--- src/hw/rtl/bitmap_search_engine_assert.svh ---
// assertion helpers for the rtl files
`ifndef BITMAP_SEARCH_ENGINE_ASSERT_SVH
`define BITMAP_SEARCH_ENGINE_ASSERT_SVH

// checked on every rising edge, skipped while reset is high
`define BSE_ASSERT(lbl, clk, rst, prop, msg) \
   lbl: assert property (@(posedge clk) disable iff (rst) prop) else $error(msg);

// checked on every rising edge, reset included
`define BSE_ASSERT_ALWAYS(lbl, clk, prop, msg) \
   lbl: assert property (@(posedge clk) prop) else $error(msg);

`endif

--- src/hw/rtl/bse_pkg.sv ---
package bse_pkg;

   localparam int SIZE_BITS = 1024;
   localparam int WORD_W    = 64;
   localparam int OFF_W     = 6;
   localparam int WORDS     = (SIZE_BITS + WORD_W - 1) / WORD_W;
   localparam int WIDX_W    = (WORDS > 1) ? $clog2(WORDS) : 1;

   localparam int KIND_W = 4;
   localparam int POS_W  = 12;
   localparam int END_W  = 11;
   localparam int CNT_W  = 11;
   localparam int LEN_W  = 7;

   localparam int PAD_BITS = SIZE_BITS % WORD_W;
   // valid bits of the last stored word
   localparam logic [WORD_W-1:0] LAST_MASK =
      (PAD_BITS == 0) ? {WORD_W{1'b1}} : (({{(WORD_W-1){1'b0}}, 1'b1} << PAD_BITS) - 1'b1);

   typedef enum logic [KIND_W-1:0] {
      K_WRITE      = 4'd0,
      K_FLIP       = 4'd1,
      K_READ       = 4'd2,
      K_NEXT_SET   = 4'd3,
      K_NEXT_UNSET = 4'd4,
      K_PREV_SET   = 4'd5,
      K_PREV_UNSET = 4'd6,
      K_COUNT      = 4'd7,
      K_CLEAR_ALL  = 4'd8,
      K_SET_ALL    = 4'd9,
      K_SLICE      = 4'd10
   } kind_type;

   typedef enum logic [3:0] {
      ST_IDLE,
      ST_RMW,
      ST_WALK,
      ST_SCAN,
      ST_COUNT,
      ST_FILL,
      ST_SLICE0,
      ST_SLICE1,
      ST_DONE
   } state_type;

   typedef struct packed {
      logic              rd_en;
      logic [WIDX_W-1:0] rd_addr;
      logic              wr_en;
      logic [WIDX_W-1:0] wr_addr;
      logic [WORD_W-1:0] wr_data;
      logic              clr_all;
   } mem_req_type;

   typedef struct packed {
      logic                    bit_out;
      logic signed [POS_W-1:0] found_index;
      logic [CNT_W-1:0]        ones_count;
      logic [WORD_W-1:0]       slice_bits;
   } res_type;

endpackage

--- src/hw/rtl/bse_if.sv ---
interface bse_req_if;
   logic                             valid;
   logic                             ready;
   logic [bse_pkg::KIND_W-1:0]       kind;
   logic signed [bse_pkg::POS_W-1:0] position;
   logic [bse_pkg::END_W-1:0]        end_position;
   logic                             write_value;

   modport source (output valid, kind, position, end_position, write_value, input ready);
   modport sink (input valid, kind, position, end_position, write_value, output ready);
endinterface

interface bse_rsp_if;
   logic                             valid;
   logic                             ready;
   logic                             bit_out;
   logic signed [bse_pkg::POS_W-1:0] found_index;
   logic [bse_pkg::CNT_W-1:0]        ones_count;
   logic [bse_pkg::WORD_W-1:0]       slice_bits;

   modport source (output valid, bit_out, found_index, ones_count, slice_bits, input ready);
   modport sink (input valid, bit_out, found_index, ones_count, slice_bits, output ready);
endinterface

--- src/hw/rtl/bitmap_search_engine.sv ---
// one request at a time; the next is taken once the previous one reaches the output register
// searches walk one stored word per cycle over the single read port, then scan the hit word
// reset (synchronous, active high) clears the per-word valid bits at once: the map reads all zero
// right after reset, with no clearing pass
`include "bitmap_search_engine_assert.svh"

module bitmap_search_engine (
   input  logic          clock,
   input  logic          reset,
   bse_req_if.sink       req_ch,
   bse_rsp_if.source     rsp_ch
);

   localparam int WW = bse_pkg::WIDX_W;
   localparam int OW = bse_pkg::OFF_W;
   localparam int DW = bse_pkg::WORD_W;
   localparam logic [WW-1:0]         LAST_W = WW'(bse_pkg::WORDS - 1);
   localparam logic signed [12:0]    SIZE_S = 13'(bse_pkg::SIZE_BITS);
   localparam logic [11:0]           SIZE_U = 12'(bse_pkg::SIZE_BITS);

   bse_pkg::state_type   state_ff, state_in;
   bse_pkg::kind_type    kind_ff, kind_in;
   bse_pkg::mem_req_type mem_req;
   bse_pkg::res_type     res_ff, res_in, rsp_ff, rsp_in;

   logic                 want_ff, want_in;
   logic                 prev_ff, prev_in;
   logic                 first_ff, first_in;
   logic                 wv_ff, wv_in;
   logic                 hi_ok_ff, hi_ok_in;
   logic [WW-1:0]        w_ff, w_in;
   logic [OW-1:0]        off_ff, off_in;
   logic [bse_pkg::LEN_W-1:0] len_ff, len_in;
   logic [bse_pkg::CNT_W-1:0] acc_ff, acc_in;
   logic [DW-1:0]        lo_word_ff, lo_word_in;
   logic                 rsp_valid_ff, rsp_valid_in;
   logic                 rsp_load;

   logic [DW-1:0]        rd_data;
   logic                 scan_start, scan_done;
   logic [OW-1:0]        scan_idx;
   logic [OW-1:0]        hit_off;

   logic                 accept;
   logic signed [12:0]   pos13, pos_p1, pos_m1, kn, kp;
   logic                 in_map, next_none, prev_none;
   logic [10:0]          lo11;
   logic [11:0]          hi_a, lo64, hi12;
   logic                 slice_empty;
   logic [bse_pkg::LEN_W-1:0] slice_len;

   logic [DW-1:0]        cand, cand_raw, pad_mask, first_mask, scan_vec;
   logic                 cand_any, walk_last, w_last;
   logic [DW-1:0]        rmw_word;
   logic                 rmw_bit;
   logic [2*DW-1:0]      slice_cat;
   logic [DW-1:0]        slice_mask, slice_hi;
   logic [6:0]           word_ones;

   function automatic logic [3:0] pop8(input logic [7:0] b);
      logic [3:0] n;
      n = '0;
      for (int i = 0; i < 8; i++) begin
         n = n + 4'(b[i]);
      end
      return n;
   endfunction

   function automatic logic [6:0] pop64(input logic [63:0] w);
      logic [6:0] n;
      n = '0;
      for (int i = 0; i < 8; i++) begin
         n = n + 7'(pop8(w[i*8 +: 8]));
      end
      return n;
   endfunction

   bse_mem u_mem (
      .clock   (clock),
      .reset   (reset),
      .mem_req (mem_req),
      .rd_data (rd_data)
   );

   bse_scan u_scan (
      .clock (clock),
      .reset (reset),
      .start (scan_start),
      .vec   (scan_vec),
      .done  (scan_done),
      .index (scan_idx)
   );

   assign req_ch.ready = (state_ff == bse_pkg::ST_IDLE);
   assign accept       = req_ch.valid && req_ch.ready;

   // request decode
   assign pos13     = {req_ch.position[11], req_ch.position};
   assign pos_p1    = pos13 + 13'sd1;
   assign pos_m1    = pos13 - 13'sd1;
   assign in_map    = !req_ch.position[11] && (pos13 < SIZE_S);
   assign kn        = pos_p1[12] ? 13'sd0 : pos_p1;
   assign next_none = (kn >= SIZE_S);
   assign kp        = (pos_m1 >= SIZE_S) ? (SIZE_S - 13'sd1) : pos_m1;
   assign prev_none = kp[12];

   assign lo11        = req_ch.position[11] ? 11'd0 : req_ch.position[10:0];
   assign hi_a        = ({1'b0, req_ch.end_position} > SIZE_U) ? SIZE_U
                                                                : {1'b0, req_ch.end_position};
   assign lo64        = {1'b0, lo11} + 12'd64;
   assign hi12        = (hi_a > lo64) ? lo64 : hi_a;
   assign slice_empty = (hi12 <= {1'b0, lo11});
   assign slice_len   = 7'(hi12 - {1'b0, lo11});

   // word walk for searches
   assign w_last     = (w_ff == LAST_W);
   assign walk_last  = prev_ff ? (w_ff == '0) : w_last;
   assign cand_raw   = want_ff ? rd_data : ~rd_data;
   assign pad_mask   = w_last ? bse_pkg::LAST_MASK : {DW{1'b1}};
   assign first_mask = prev_ff ? ({DW{1'b1}} >> (OW'(DW - 1) - off_ff))
                               : ({DW{1'b1}} << off_ff);
   assign cand       = cand_raw & pad_mask & (first_ff ? first_mask : {DW{1'b1}});
   assign cand_any   = |cand;

   // backward search scans the mirrored word for its lowest one
   always_comb begin
      for (int i = 0; i < DW; i++) begin
         scan_vec[i] = prev_ff ? cand[DW-1-i] : cand[i];
      end
   end

   assign hit_off = prev_ff ? (OW'(DW - 1) - scan_idx) : scan_idx;

   // read-modify-write of one bit
   assign rmw_bit = rd_data[off_ff];
   always_comb begin
      rmw_word = rd_data;
      if (kind_ff == bse_pkg::K_FLIP) begin
         rmw_word[off_ff] = ~rmw_bit;
      end else begin
         rmw_word[off_ff] = wv_ff;
      end
   end

   // slice assembly from two neighboring words
   assign slice_hi   = hi_ok_ff ? rd_data : '0;
   assign slice_cat  = {slice_hi, lo_word_ff} >> off_ff;
   assign slice_mask = len_ff[bse_pkg::LEN_W-1] ? {DW{1'b1}}
                     : (({{(DW-1){1'b0}}, 1'b1} << len_ff[OW-1:0]) - 1'b1);

   assign word_ones = pop64(rd_data);

   // next state
   always_comb begin
      state_in = state_ff;
      case (state_ff)
         bse_pkg::ST_IDLE: begin
            if (accept) begin
               case (req_ch.kind)
                  bse_pkg::K_WRITE, bse_pkg::K_FLIP, bse_pkg::K_READ: begin
                     state_in = in_map ? bse_pkg::ST_RMW : bse_pkg::ST_DONE;
                  end
                  bse_pkg::K_NEXT_SET, bse_pkg::K_NEXT_UNSET: begin
                     state_in = next_none ? bse_pkg::ST_DONE : bse_pkg::ST_WALK;
                  end
                  bse_pkg::K_PREV_SET, bse_pkg::K_PREV_UNSET: begin
                     state_in = prev_none ? bse_pkg::ST_DONE : bse_pkg::ST_WALK;
                  end
                  bse_pkg::K_COUNT: state_in = bse_pkg::ST_COUNT;
                  bse_pkg::K_SET_ALL: state_in = bse_pkg::ST_FILL;
                  bse_pkg::K_SLICE: begin
                     state_in = slice_empty ? bse_pkg::ST_DONE : bse_pkg::ST_SLICE0;
                  end
                  default: state_in = bse_pkg::ST_DONE;
               endcase
            end
         end
         bse_pkg::ST_RMW: state_in = bse_pkg::ST_DONE;
         bse_pkg::ST_WALK: begin
            if (cand_any) begin
               state_in = bse_pkg::ST_SCAN;
            end else if (walk_last) begin
               state_in = bse_pkg::ST_DONE;
            end
         end
         bse_pkg::ST_SCAN: begin
            if (scan_done) begin
               state_in = bse_pkg::ST_DONE;
            end
         end
         bse_pkg::ST_COUNT, bse_pkg::ST_FILL: begin
            if (w_last) begin
               state_in = bse_pkg::ST_DONE;
            end
         end
         bse_pkg::ST_SLICE0: state_in = bse_pkg::ST_SLICE1;
         bse_pkg::ST_SLICE1: state_in = bse_pkg::ST_DONE;
         bse_pkg::ST_DONE: begin
            if (rsp_load) begin
               state_in = bse_pkg::ST_IDLE;
            end
         end
         default: state_in = bse_pkg::ST_IDLE;
      endcase
   end

   // datapath and memory control
   always_comb begin
      kind_in    = kind_ff;
      want_in    = want_ff;
      prev_in    = prev_ff;
      first_in   = first_ff;
      wv_in      = wv_ff;
      hi_ok_in   = hi_ok_ff;
      w_in       = w_ff;
      off_in     = off_ff;
      len_in     = len_ff;
      acc_in     = acc_ff;
      lo_word_in = lo_word_ff;
      res_in     = res_ff;
      mem_req    = '0;
      scan_start = 1'b0;
      rsp_load   = 1'b0;
      case (state_ff)
         bse_pkg::ST_IDLE: begin
            if (accept) begin
               kind_in = bse_pkg::kind_type'(req_ch.kind);
               wv_in   = req_ch.write_value;
               res_in  = '0;
               case (req_ch.kind)
                  bse_pkg::K_WRITE, bse_pkg::K_FLIP, bse_pkg::K_READ: begin
                     off_in          = req_ch.position[OW-1:0];
                     w_in            = req_ch.position[WW+OW-1:OW];
                     mem_req.rd_en   = in_map;
                     mem_req.rd_addr = req_ch.position[WW+OW-1:OW];
                  end
                  bse_pkg::K_NEXT_SET, bse_pkg::K_NEXT_UNSET: begin
                     want_in         = (req_ch.kind == bse_pkg::K_NEXT_SET);
                     prev_in         = 1'b0;
                     first_in        = 1'b1;
                     off_in          = kn[OW-1:0];
                     w_in            = kn[WW+OW-1:OW];
                     mem_req.rd_en   = !next_none;
                     mem_req.rd_addr = kn[WW+OW-1:OW];
                     if (next_none) begin
                        res_in.found_index = SIZE_U;
                     end
                  end
                  bse_pkg::K_PREV_SET, bse_pkg::K_PREV_UNSET: begin
                     want_in         = (req_ch.kind == bse_pkg::K_PREV_SET);
                     prev_in         = 1'b1;
                     first_in        = 1'b1;
                     off_in          = kp[OW-1:0];
                     w_in            = kp[WW+OW-1:OW];
                     mem_req.rd_en   = !prev_none;
                     mem_req.rd_addr = kp[WW+OW-1:OW];
                     if (prev_none) begin
                        res_in.found_index = '1;
                     end
                  end
                  bse_pkg::K_COUNT: begin
                     w_in            = '0;
                     acc_in          = '0;
                     mem_req.rd_en   = 1'b1;
                     mem_req.rd_addr = '0;
                  end
                  bse_pkg::K_CLEAR_ALL: mem_req.clr_all = 1'b1;
                  bse_pkg::K_SET_ALL: w_in = '0;
                  bse_pkg::K_SLICE: begin
                     off_in          = lo11[OW-1:0];
                     w_in            = lo11[WW+OW-1:OW];
                     len_in          = slice_len;
                     mem_req.rd_en   = !slice_empty;
                     mem_req.rd_addr = lo11[WW+OW-1:OW];
                  end
                  default: ;
               endcase
            end
         end
         bse_pkg::ST_RMW: begin
            if (kind_ff == bse_pkg::K_READ) begin
               res_in.bit_out = rmw_bit;
            end else begin
               mem_req.wr_en   = 1'b1;
               mem_req.wr_addr = w_ff;
               mem_req.wr_data = rmw_word;
            end
         end
         bse_pkg::ST_WALK: begin
            if (cand_any) begin
               scan_start = 1'b1;
            end else if (walk_last) begin
               res_in.found_index = prev_ff ? '1 : SIZE_U;
            end else begin
               // prefetch the neighbor word so the walk keeps one word per cycle
               first_in        = 1'b0;
               w_in            = prev_ff ? (w_ff - 1'b1) : (w_ff + 1'b1);
               mem_req.rd_en   = 1'b1;
               mem_req.rd_addr = prev_ff ? (w_ff - 1'b1) : (w_ff + 1'b1);
            end
         end
         bse_pkg::ST_SCAN: begin
            if (scan_done) begin
               res_in.found_index = 12'({w_ff, hit_off});
            end
         end
         bse_pkg::ST_COUNT: begin
            acc_in = acc_ff + 11'(word_ones);
            if (w_last) begin
               res_in.ones_count = acc_ff + 11'(word_ones);
            end else begin
               w_in            = w_ff + 1'b1;
               mem_req.rd_en   = 1'b1;
               mem_req.rd_addr = w_ff + 1'b1;
            end
         end
         bse_pkg::ST_FILL: begin
            mem_req.wr_en   = 1'b1;
            mem_req.wr_addr = w_ff;
            mem_req.wr_data = pad_mask;
            if (!w_last) begin
               w_in = w_ff + 1'b1;
            end
         end
         bse_pkg::ST_SLICE0: begin
            lo_word_in      = rd_data;
            hi_ok_in        = !w_last;
            mem_req.rd_en   = !w_last;
            mem_req.rd_addr = w_ff + 1'b1;
         end
         bse_pkg::ST_SLICE1: begin
            res_in.slice_bits = slice_cat[DW-1:0] & slice_mask;
         end
         bse_pkg::ST_DONE: begin
            rsp_load = !rsp_valid_ff || rsp_ch.ready;
         end
         default: ;
      endcase
   end

   // output register lets the next request start while a word waits
   always_comb begin
      rsp_in       = rsp_ff;
      rsp_valid_in = rsp_valid_ff;
      if (rsp_load) begin
         rsp_in       = res_ff;
         rsp_valid_in = 1'b1;
      end else if (rsp_ch.ready) begin
         rsp_valid_in = 1'b0;
      end
   end

   always_ff @(posedge clock) begin
      if (reset) begin
         state_ff     <= bse_pkg::ST_IDLE;
         rsp_valid_ff <= 1'b0;
      end else begin
         state_ff     <= state_in;
         rsp_valid_ff <= rsp_valid_in;
      end
   end

   always_ff @(posedge clock) begin
      kind_ff    <= kind_in;
      want_ff    <= want_in;
      prev_ff    <= prev_in;
      first_ff   <= first_in;
      wv_ff      <= wv_in;
      hi_ok_ff   <= hi_ok_in;
      w_ff       <= w_in;
      off_ff     <= off_in;
      len_ff     <= len_in;
      acc_ff     <= acc_in;
      lo_word_ff <= lo_word_in;
      res_ff     <= res_in;
      rsp_ff     <= rsp_in;
   end

   assign rsp_ch.valid       = rsp_valid_ff;
   assign rsp_ch.bit_out     = rsp_ff.bit_out;
   assign rsp_ch.found_index = rsp_ff.found_index;
   assign rsp_ch.ones_count  = rsp_ff.ones_count;
   assign rsp_ch.slice_bits  = rsp_ff.slice_bits;

   `BSE_ASSERT(a_no_rw_overlap, clock, reset, !(mem_req.rd_en && mem_req.wr_en), "read and write in one cycle")
   `BSE_ASSERT(a_scan_in_scan, clock, reset, scan_done |-> (state_ff == bse_pkg::ST_SCAN), "scan result outside scan state")
   `BSE_ASSERT(a_accept_leaves_idle, clock, reset, accept |=> (state_ff != bse_pkg::ST_IDLE), "accepted request not started")
   `BSE_ASSERT(a_found_range, clock, reset, rsp_ch.valid |-> ((rsp_ch.found_index >= -12'sd1) && (rsp_ch.found_index <= $signed(SIZE_U))), "search index out of range")

endmodule

--- src/hw/rtl/bse_mem.sv ---
module bse_mem (
   input  logic                         clock,
   input  logic                         reset,
   input  bse_pkg::mem_req_type         mem_req,
   output logic [bse_pkg::WORD_W-1:0]   rd_data
);

   logic [bse_pkg::WORD_W-1:0] mem_ff [bse_pkg::WORDS];
   logic [bse_pkg::WORD_W-1:0] rd_data_ff;
   logic                       rd_valid_ff, rd_valid_in;
   logic [bse_pkg::WORDS-1:0]  valid_ff, valid_in;

   // a word never written since reset or clear reads as zero
   always_comb begin
      valid_in = valid_ff;
      if (mem_req.clr_all) begin
         valid_in = '0;
      end
      if (mem_req.wr_en) begin
         valid_in[mem_req.wr_addr] = 1'b1;
      end
   end

   assign rd_valid_in = mem_req.rd_en ? valid_ff[mem_req.rd_addr] : rd_valid_ff;

   always_ff @(posedge clock) begin
      if (reset) begin
         valid_ff    <= '0;
         rd_valid_ff <= 1'b0;
      end else begin
         valid_ff    <= valid_in;
         rd_valid_ff <= rd_valid_in;
      end
   end

   always_ff @(posedge clock) begin
      if (mem_req.wr_en) begin
         mem_ff[mem_req.wr_addr] <= mem_req.wr_data;
      end
   end

   always_ff @(posedge clock) begin
      if (mem_req.rd_en) begin
         rd_data_ff <= mem_ff[mem_req.rd_addr];
      end
   end

   assign rd_data = rd_valid_ff ? rd_data_ff : '0;

endmodule

--- src/hw/rtl/bse_scan.sv ---
module bse_scan (
   input  logic                        clock,
   input  logic                        reset,
   input  logic                        start,
   input  logic [bse_pkg::WORD_W-1:0]  vec,
   output logic                        done,
   output logic [bse_pkg::OFF_W-1:0]   index
);

   localparam int BYTES = bse_pkg::WORD_W / 8;
   localparam int SEL_W = bse_pkg::OFF_W - 3;

   logic [BYTES-1:0] byte_any;
   logic [SEL_W-1:0] sel_c;
   logic [7:0]       byte_ff, byte_in;
   logic [SEL_W-1:0] bsel_ff, bsel_in;
   logic [2:0]       bit_c;
   logic [bse_pkg::OFF_W-1:0] index_ff, index_in;
   logic             v1_ff, v2_ff;

   // stage one: lowest byte holding a one
   always_comb begin
      sel_c = '0;
      for (int i = 0; i < BYTES; i++) begin
         byte_any[i] = |vec[i*8 +: 8];
      end
      for (int i = BYTES - 1; i >= 0; i--) begin
         if (byte_any[i]) begin
            sel_c = SEL_W'(i);
         end
      end
   end

   assign byte_in = vec[sel_c*8 +: 8];
   assign bsel_in = sel_c;

   // stage two: lowest one inside that byte
   always_comb begin
      bit_c = '0;
      for (int i = 7; i >= 0; i--) begin
         if (byte_ff[i]) begin
            bit_c = 3'(i);
         end
      end
   end

   assign index_in = {bsel_ff, bit_c};

   always_ff @(posedge clock) begin
      if (reset) begin
         v1_ff <= 1'b0;
         v2_ff <= 1'b0;
      end else begin
         v1_ff <= start;
         v2_ff <= v1_ff;
      end
   end

   always_ff @(posedge clock) begin
      byte_ff  <= byte_in;
      bsel_ff  <= bsel_in;
      index_ff <= index_in;
   end

   assign done  = v2_ff;
   assign index = index_ff;

endmodule

--- src/flat_wrapper.sv ---
// flat-port wrapper written by rule: the top's interface ports become plain ports
module bitmap_search_engine_flat 
  (clock, reset, req_ch_valid, req_ch_kind, req_ch_position, req_ch_end_position, req_ch_write_value, req_ch_ready, rsp_ch_valid, rsp_ch_bit_out, rsp_ch_found_index, rsp_ch_ones_count, rsp_ch_slice_bits, rsp_ch_ready);
  bse_req_if req_ch_i ();
  bse_rsp_if rsp_ch_i ();
  input  logic clock;
  input  logic reset;
  input wire logic [$bits(req_ch_i.valid)-1:0] req_ch_valid;
  input wire logic [$bits(req_ch_i.kind)-1:0] req_ch_kind;
  input wire logic [$bits(req_ch_i.position)-1:0] req_ch_position;
  input wire logic [$bits(req_ch_i.end_position)-1:0] req_ch_end_position;
  input wire logic [$bits(req_ch_i.write_value)-1:0] req_ch_write_value;
  output wire logic [$bits(req_ch_i.ready)-1:0] req_ch_ready;
  output wire logic [$bits(rsp_ch_i.valid)-1:0] rsp_ch_valid;
  output wire logic [$bits(rsp_ch_i.bit_out)-1:0] rsp_ch_bit_out;
  output wire logic [$bits(rsp_ch_i.found_index)-1:0] rsp_ch_found_index;
  output wire logic [$bits(rsp_ch_i.ones_count)-1:0] rsp_ch_ones_count;
  output wire logic [$bits(rsp_ch_i.slice_bits)-1:0] rsp_ch_slice_bits;
  input wire logic [$bits(rsp_ch_i.ready)-1:0] rsp_ch_ready;
  assign req_ch_i.valid = req_ch_valid;
  assign req_ch_i.kind = req_ch_kind;
  assign req_ch_i.position = req_ch_position;
  assign req_ch_i.end_position = req_ch_end_position;
  assign req_ch_i.write_value = req_ch_write_value;
  assign req_ch_ready = req_ch_i.ready;
  assign rsp_ch_valid = rsp_ch_i.valid;
  assign rsp_ch_bit_out = rsp_ch_i.bit_out;
  assign rsp_ch_found_index = rsp_ch_i.found_index;
  assign rsp_ch_ones_count = rsp_ch_i.ones_count;
  assign rsp_ch_slice_bits = rsp_ch_i.slice_bits;
  assign rsp_ch_i.ready = rsp_ch_ready;
  bitmap_search_engine u_core (.clock(clock), .reset(reset), .req_ch(req_ch_i), .rsp_ch(rsp_ch_i));
endmodule
--- config.mk ---
export PLATFORM = sky130hd
export DESIGN_NAME = bitmap_search_engine_flat
export DESIGN_NICKNAME = d
export VERILOG_FILES = /design/src/hw/rtl/bse_pkg.sv /design/src/hw/rtl/bse_if.sv /design/src/hw/rtl/bitmap_search_engine.sv /design/src/hw/rtl/bse_mem.sv /design/src/hw/rtl/bse_scan.sv /design/src/flat_wrapper.sv
export VERILOG_INCLUDE_DIRS = /design/src /design/src/hw/rtl
export SDC_FILE = /design/constraint.sdc
export NUM_CORES = 2
export LEC_CHECK = 0
export BUFFER_PORTS_ARGS = -buffer_cell sky130_fd_sc_hd__buf_2
export CORE_MARGIN = 2
export CORE_UTILIZATION = 65
export DETAILED_ROUTE_END_ITERATION = 10
export PLACE_DENSITY = 0.82
export SLEW_MARGIN = 0
export SYNTH_ARGS = -nofsm -noshare
export SYNTH_HDL_FRONTEND = slang
export SYNTH_HIERARCHICAL = 1
export SYNTH_SLANG_ARGS = --single-unit
--- constraint.sdc ---
create_clock -name clock -period 19.3 [get_ports clock]
set_input_delay 2.895 -clock clock [delete_from_list [all_inputs] [get_ports clock]]
set_output_delay 2.895 -clock clock [all_outputs]
set_load 0.01 [all_outputs]
# Word-level counts from Yosys, hierarchy flattened

Memory sizes are Yosys's and may differ from the RTL's. A register that Yosys moved wholly into a read port is not among the register bits.
Index checks and enable logic that the tools add are counted.

Add/sub/neg operators: 73
Equality and inequality tests: 35
Reductions and logical operators: 54
Shift-type cells: 5
Magnitude comparators: 11
Bitwise gates (word level): 6
Mux-type cells: 166

Operator list:

| operator                | count |
|---|---|
| $mux W64                | 7 |
| $add A4 B1 Y4           | 48 |
| $pmux W69 S2            | 1 |
| $and A64 B64 Y64        | 2 |
| $bwmux W64              | 2 |
| $pmux W64 S2            | 1 |
| $shr A128 B6 Y64        | 1 |
| $mux W88                | 1 |
| $mux W1                 | 84 |
| $mux W12                | 7 |
| $mux W69                | 1 |
| $mux W11                | 6 |
| $not A64 Y64            | 1 |
| $reduce_or A64 Y1       | 1 |
| $reduce_or A8 Y1        | 8 |
| $shiftx A64 B7 Y8       | 1 |
| $shl A1 B6 Y64 const A  | 1 |
| $shl A64 B6 Y64 const A | 1 |
| $shr A64 B6 Y64 const A | 1 |
| $sub A64 B1 Y64 const B | 1 |
| $mux W4                 | 15 |
| $pmux W11 S2            | 2 |
| $add A7 B4 Y7           | 6 |
| $mux W3                 | 12 |
| 62 further kinds        | 139 |

RAM bits: 1024
Memories: 1
Register bits: 318
Output and inout bits: 90

Memories:

| name                | depth | width | rd ports | clocked after memory_dff | write ports | line         | text |
|---|---|---|---|---|---|---|---|
| u_core.u_mem.mem_ff | 16    | 64    | 1        | 1                        | 1           | bse_mem.sv:8 | `logic [bse_pkg::WORD_W-1:0] mem_ff [bse_pkg::WORDS];` |

# Logic depth before layout (Yosys ltp)

Depth in word-level cells: 18
Depth in mapped cells: 28

# Modules after synthesis

The synthesis kept the hierarchy.

By module, submodules not included:

| module               | instances | cells an instance | area an instance (um2) |
|---|---|---|---|
| bse_mem              | 1         | 1651              | 41613.7 |
| bitmap_search_engine | 1         | 2962              | 26535.4 |
| bse_scan             | 1         | 145               | 1226.2 |

# Worst setup path after synthesis

Ideal clock, no wire load.

Path kind: input port to flip-flop
From: in req_ch_position[6]
To: reg u_core.u_mem.rd_valid_ff
Buffers on the path: 2
Data required time: 19.221 ns
Stages: 27
Library setup time: 0.079 ns
Arrival: 10.569 ns
Setup slack: 8.652 ns
Cell sequence: clkbuf_1 -> nor2b_1 -> ha_1 -> nand2_1 -> xnor2_1 -> or2_2 -> ha_1 -> nand3_1 -> nor3_1 -> a41oi_1 -> o21ai_0 -> clkbuf_1 -> nand2_1 -> o21ai_0 -> fa_1 -> a21o_1 -> a21o_1 -> a221oi_1 -> o21ai_0 -> nand4_1 -> o221ai_1 -> nor2_1 -> o211ai_1 -> or3b_2 -> a221oi_2 -> nor2_1 -> o211ai_1

RTL lines:

| element              | line               | text |
|---|---|---|
| start, declared      | flat_wrapper.sv:10 | `input wire logic [$bits(req_ch_i.position)-1:0] req_ch_position;` |
| end signal, assigned | bse_mem.sv:32      | `rd_valid_ff <= rd_valid_in;` |
| end, declared        | bse_mem.sv:10      | `logic rd_valid_ff, rd_valid_in;` |

# Worst setup path in the final report

From: reg u_core.u_mem.rd_valid_ff
To: reg u_core/res_ff[73] (netlist bit) (data pin)

RTL lines:

| element                      | line                        | text |
|---|---|---|
| $mux W64                     | bse_mem.sv:48               | `assign rd_data = rd_valid_ff ? rd_data_ff : '0;` |
| named net u_core.rd_data[36] | bitmap_search_engine.sv:39  | `logic [DW-1:0] rd_data;` |
| $add A4 B1 Y4 (4 in a row)   | bitmap_search_engine.sv:64  | `n = n + 4'(b[i]);` |
| $add A7 B4 Y7 (4 in a row)   | bitmap_search_engine.sv:73  | `n = n + 7'(pop8(w[i*8 +: 8]));` |
| $add A11 B7 Y11              | bitmap_search_engine.sv:310 | `res_in.ones_count = acc_ff + 11'(word_ones);` |
| $mux W11                     | bitmap_search_engine.sv:309 | `if (w_last) begin` |
| $pmux W11 S2                 | bitmap_search_engine.sv:224 | `case (state_ff)` |
| end signal, assigned         | bitmap_search_engine.sv:375 | `res_ff <= res_in;` |
| end, declared                | bitmap_search_engine.sv:24  | `bse_pkg::res_type res_ff, res_in, rsp_ff, rsp_in;` |

The timed path passes the listed nets, and every way through them passes these cells. The select of a mux whose other input is x is not followed.
A chain may end at the register's enable or synchronous reset.

==> metrics.md <==
| Metric | Value |
|---|---|
| Status | `finished clean` |
| Site row count | `119` |
| Hold path endpoint | `u_core/u_scan/index[5]` |
| Synth top area cells | `edfxtp_1 59%, mux4_2 13%, mux2i_1 2.6%` |
| Cell internal pwr | `5.24 mW` |
| Tmin final | `9.20 ns` |
| Vias per cell | `7.57` |
| CTS max path bufs | `3` |
| Final net count | `4938` |
| RSZ-0062 raised after global routing | `false` |
| Post-synth EDFFs | `1365` |
| Crit path kind | `register to register` |
| Combinational fraction of design power | `12.5%` |
| CP bufs+invs | `3` |
| CP max-delay cell | `and2_1` |
| Slowest stage delay, CP | `0.77 ns` |
| CP Data Required Time | `19.85 ns` |
| Critical Path End Type | `register` |
| Leak pwr | `23.1 nW` |
| Worst slew pin tran | `1.42 ns` |
| Top_reg_cell synth | `edfxtp_1` |
| CP max FO | `45` |
| CP Launch Type | `register` |
| Unique masters post-synth | `105` |
| CTS Hold Bufs | `0` |
| F_max | `109 MHz` |
| Leading area contributor after synthesis | `edfxtp_1` |
| CP delay by family, top | `adder cells` |
| Setup TNS | `0 ns` |
| CTS tree | `built` |
| Worst-path cell chain | `buf_4 -> and2_1 -> inv_1 -> fa_1 -> fa_1 -> fa_1 -> fa_1 -> inv_1 -> fa_1 -> fa_1 -> fa_1 -> fa_1 -> ha_1 -> nor2b_1 -> o21ai_0 -> nand2b_1 -> a21o_1 -> a21o_1 -> a31oi_1 -> o21ai_0 -> xnor2_1 -> nor2_1` |
| Flops & latches, synth | `1406` |
| Grt total ovfl | `0` |
| Global Route Usage Sum | `43.3%` |
| Post-CTS Setup Bufs | `0` |
| Beginning of the worst hold path | `u_core/u_scan/bsel_ff[2]` |
| WL/cell | `37.1 um` |
| Clk Latency, worst-skew pair | `0.79 ns` |
| Die Wd | `331 um` |
| Reg power frac | `49.1%` |
| # IOs | `122` |
| Most common cell in the synthesized netlist | `edfxtp_1` |
| Yosys top cell area share | `59.1%` |
| Cts repair resizes | `0` |
| Initial antenna violation count | `9` |
| Area added between synthesis and finish | `9.00%` |
| Vias in the first global route | `46700` |
| Pin count of the biggest net entering global routing | `153` |
| H-tree depth | `4` |
| Hold depth | `0` |
| R2R Path Start | `u_core/u_mem/rd_valid_ff` |
| Power Dens Cells | `93.6 mW/mm2` |
| Cells after Synth | `4758` |
| Worst clock skew | `0.0481 ns` |
| Hpwl dp | `136000 um` |
| Sequential share of the synthesized area | `60.3%` |
| Post-Syn Nets | `4902` |
| Synth async-reset ratio | `0%` |
| Final RePlAce weighted congestion | `1.05` |
| Mapped Avg Cell Area | `14.6 um2` |
| Final Max Tran Viols | `0` |
| Number of buffers created by CTS | `138` |
| Max_cap viols | `0` |
| R2R Setup Slk | `10.10 ns` |
| Final Cycle Share | `47.7%` |
| Hold crit path type | `register to register` |
| Routed Antenna Nets | `0` |
| Core area | `0.106 mm2` |
| Setup violations, final | `0` |
| Worst R2R Path Depth | `22` |
| Switching Share | `26.0%` |
| Starting DRT DRC Count | `7887` |
| Hold Vio Cnt, Final | `0` |
| Worst r2r dst | `u_core/res_ff[73]` |
| Net Sw Power | `1.84 mW` |
| Initial Utilization | `65.7%` |
| Root Buffer | `clkbuf_16` |
| Peak supply drop | `0.000141 V` |
| Data arrival time of the critical path | `9.75 ns` |
| Routed via count | `47700` |
| Drt total wl | `234000 um` |
| Most common cell on crit path | `fa_1` |
| Layout cell share with drive strength beyond 1 | `20.0%` |
| Total Die Area | `0.109 mm2` |
| Clock slew at reported path FFs | `0.06 ns` |
| Port Buffers | `121` |
| Vert. Die Dim | `331 um` |
| Clock sink count | `1406` |
| DRT Pass-1 Iters | `9` |
| Synthesized cell area | `0.0694 mm2` |
| Slew HR | `4.39%` |
| Clk pwr share | `38.3%` |
| Top cells by count, synth | `1365 x edfxtp_1, 412 x mux4_2, 369 x nand2_1` |
| First-pass GRT wire length | `333000 um` |
| Fin util | `71.6%` |
| Drc violations | `0` |
| Synth warnings | `6` |
==> logic make-up (layout without fill, tap and decap cells) <==
| logic type | after synthesis | in the layout | synth area share, % |
|---|---|---|---|
| other cells | 0 | 8 | 0 |
| buf+inv | 468 | 610 | 3.07 |
| xor+xnor | 107 | 107 | 1.35 |
| simple gates | 1161 | 1161 | 7.99 |
| flops | 1406 | 1406 | 60.3 |
| mux | 632 | 632 | 16.7 |
| fa+ha+maj | 112 | 112 | 2.64 |
| compound gates | 872 | 872 | 8.02 |
==> cell type report <==
| cell class | count | area [um2] |
|---|---|---|
| inverters | 122 | 468 |
| flip-flops and latches | 1406 | 41800 |
| diodes | 8 | 20.0 |
| multi-input cells | 2884 | 25600 |
| clock inverters | 75 | 818 |
| fillers | 6268 | 29900 |
| well taps | 1391 | 1740 |
| repair buffers | 242 | 1550 |
| clock buffers | 171 | 3600 |
==> metal layers <==
layer  vias to the layer above  share of wire, %  GRT usage [%]
met2                      4476                45           65.5
met5                         -             0.012              0
met3                      1179                14           12.8
li1                      18700                 -              -
met4                         4               8.2           28.3
met1                     23300                33           55.1
==> worst register-to-register path, delay by kind of cell (launching register included) <==
kind | cells | cell delay [ns]
flip-flops | 1 | 0.72
XOR/XNOR | 1 | 0.16
AO/OA/AOI/OAI | 5 | 1.10
adder cells (fa/ha/maj) | 9 | 4.67
buffers and inverters | 3 | 1.01
AND/OR/NAND/NOR | 4 | 1.31
==> registers in the layout, indices dropped and copies added, names as in the netlist, 3 cells and up <==
| signal | flops |
|---|---|
| u_core/u_mem/mem_ff | 1024 |
| u_core/res_ff | 88 |
| u_core/lo_word_ff | 64 |
| u_core/rsp_ch.slice_bits | 64 |
| u_core/u_mem/rd_data_ff | 64 |
| u_core/u_mem/valid_ff | 16 |
| u_core/rsp_ch.found_index | 12 |
| u_core/acc_ff | 11 |
| u_core/rsp_ch.ones_count | 11 |
| u_core/u_scan/byte_ff | 8 |
| u_core/len_ff | 7 |
| u_core/off_ff | 6 |
| u_core/u_scan/index | 6 |
| u_core/kind_ff | 4 |
| u_core/state_ff | 4 |
| u_core/w_ff | 4 |
| u_core/u_scan/bsel_ff | 3 |
==> through the flow <==
stage / std cells / cell area (um2) / setup slack [ns] / power, mW / hold WS, ns
final: 6299 / 75600 / 10.10 / 7.08 / 0.282
after global routing: 6291 / 75600 / 9.94 / 7.24 / 0.293
after floorplan: 4758 / 69400 / 8.65 / 4.12 / 0.310
after CTS: 6290 / 75600 / 10.36 / 7.06 / 0.285
after global placement: 6044 / 71200 / 9.69 / 4.37 / 0.311
after detailed placement: 6044 / 71200 / 9.64 / 4.38 / 0.312
==> how the worst max path moves through the flow <==
stage / start / endpoint / depth (start not counted)
after global placement: req_ch_position[3] / u_core/u_mem/rd_data_ff[47] / 14
after detailed placement: req_ch_position[3] / u_core/u_mem/rd_data_ff[47] / 14
after global routing: req_ch_position[3] / u_core/u_mem/rd_data_ff[48] / 14
after CTS: req_ch_position[3] / u_core/u_mem/rd_data_ff[48] / 14
final: u_core/u_mem/rd_valid_ff / u_core/res_ff[73] / 22
after floorplan: req_ch_position[6] / u_core/u_mem/rd_valid_ff / 27
==> power groups by stage <==
stage,logic [mW],clock network [mW],registers (mW)
floorplan,0.581,0,3.54
global placement,0.833,0,3.53
detailed placement,0.845,0,3.54
CTS,0.861,2.72,3.48
global route,0.929,2.83,3.48
finish,0.887,2.71,3.48
==> cell usage in the layout (no fill, tap or decap), types with 38 or more instances in the layout <==
cell type,instances
nor3_1,73
buf_4,118
nand3_1,82
o21ai_0,222
nor2b_1,38
mux4_2,412
clkbuf_16,138
a211oi_1,41
a21o_1,39
buf_2,121
fa_1,57
xor2_1,38
ha_1,55
mux2i_1,180
o31ai_1,76
and2_1,82
nor2_1,312
inv_1,110
edfxtp_1,1365
a21oi_1,224
dfxtp_1,40
xnor2_1,69
nand2_1,368
Note: power is estimated with default switching activity, not from simulation.
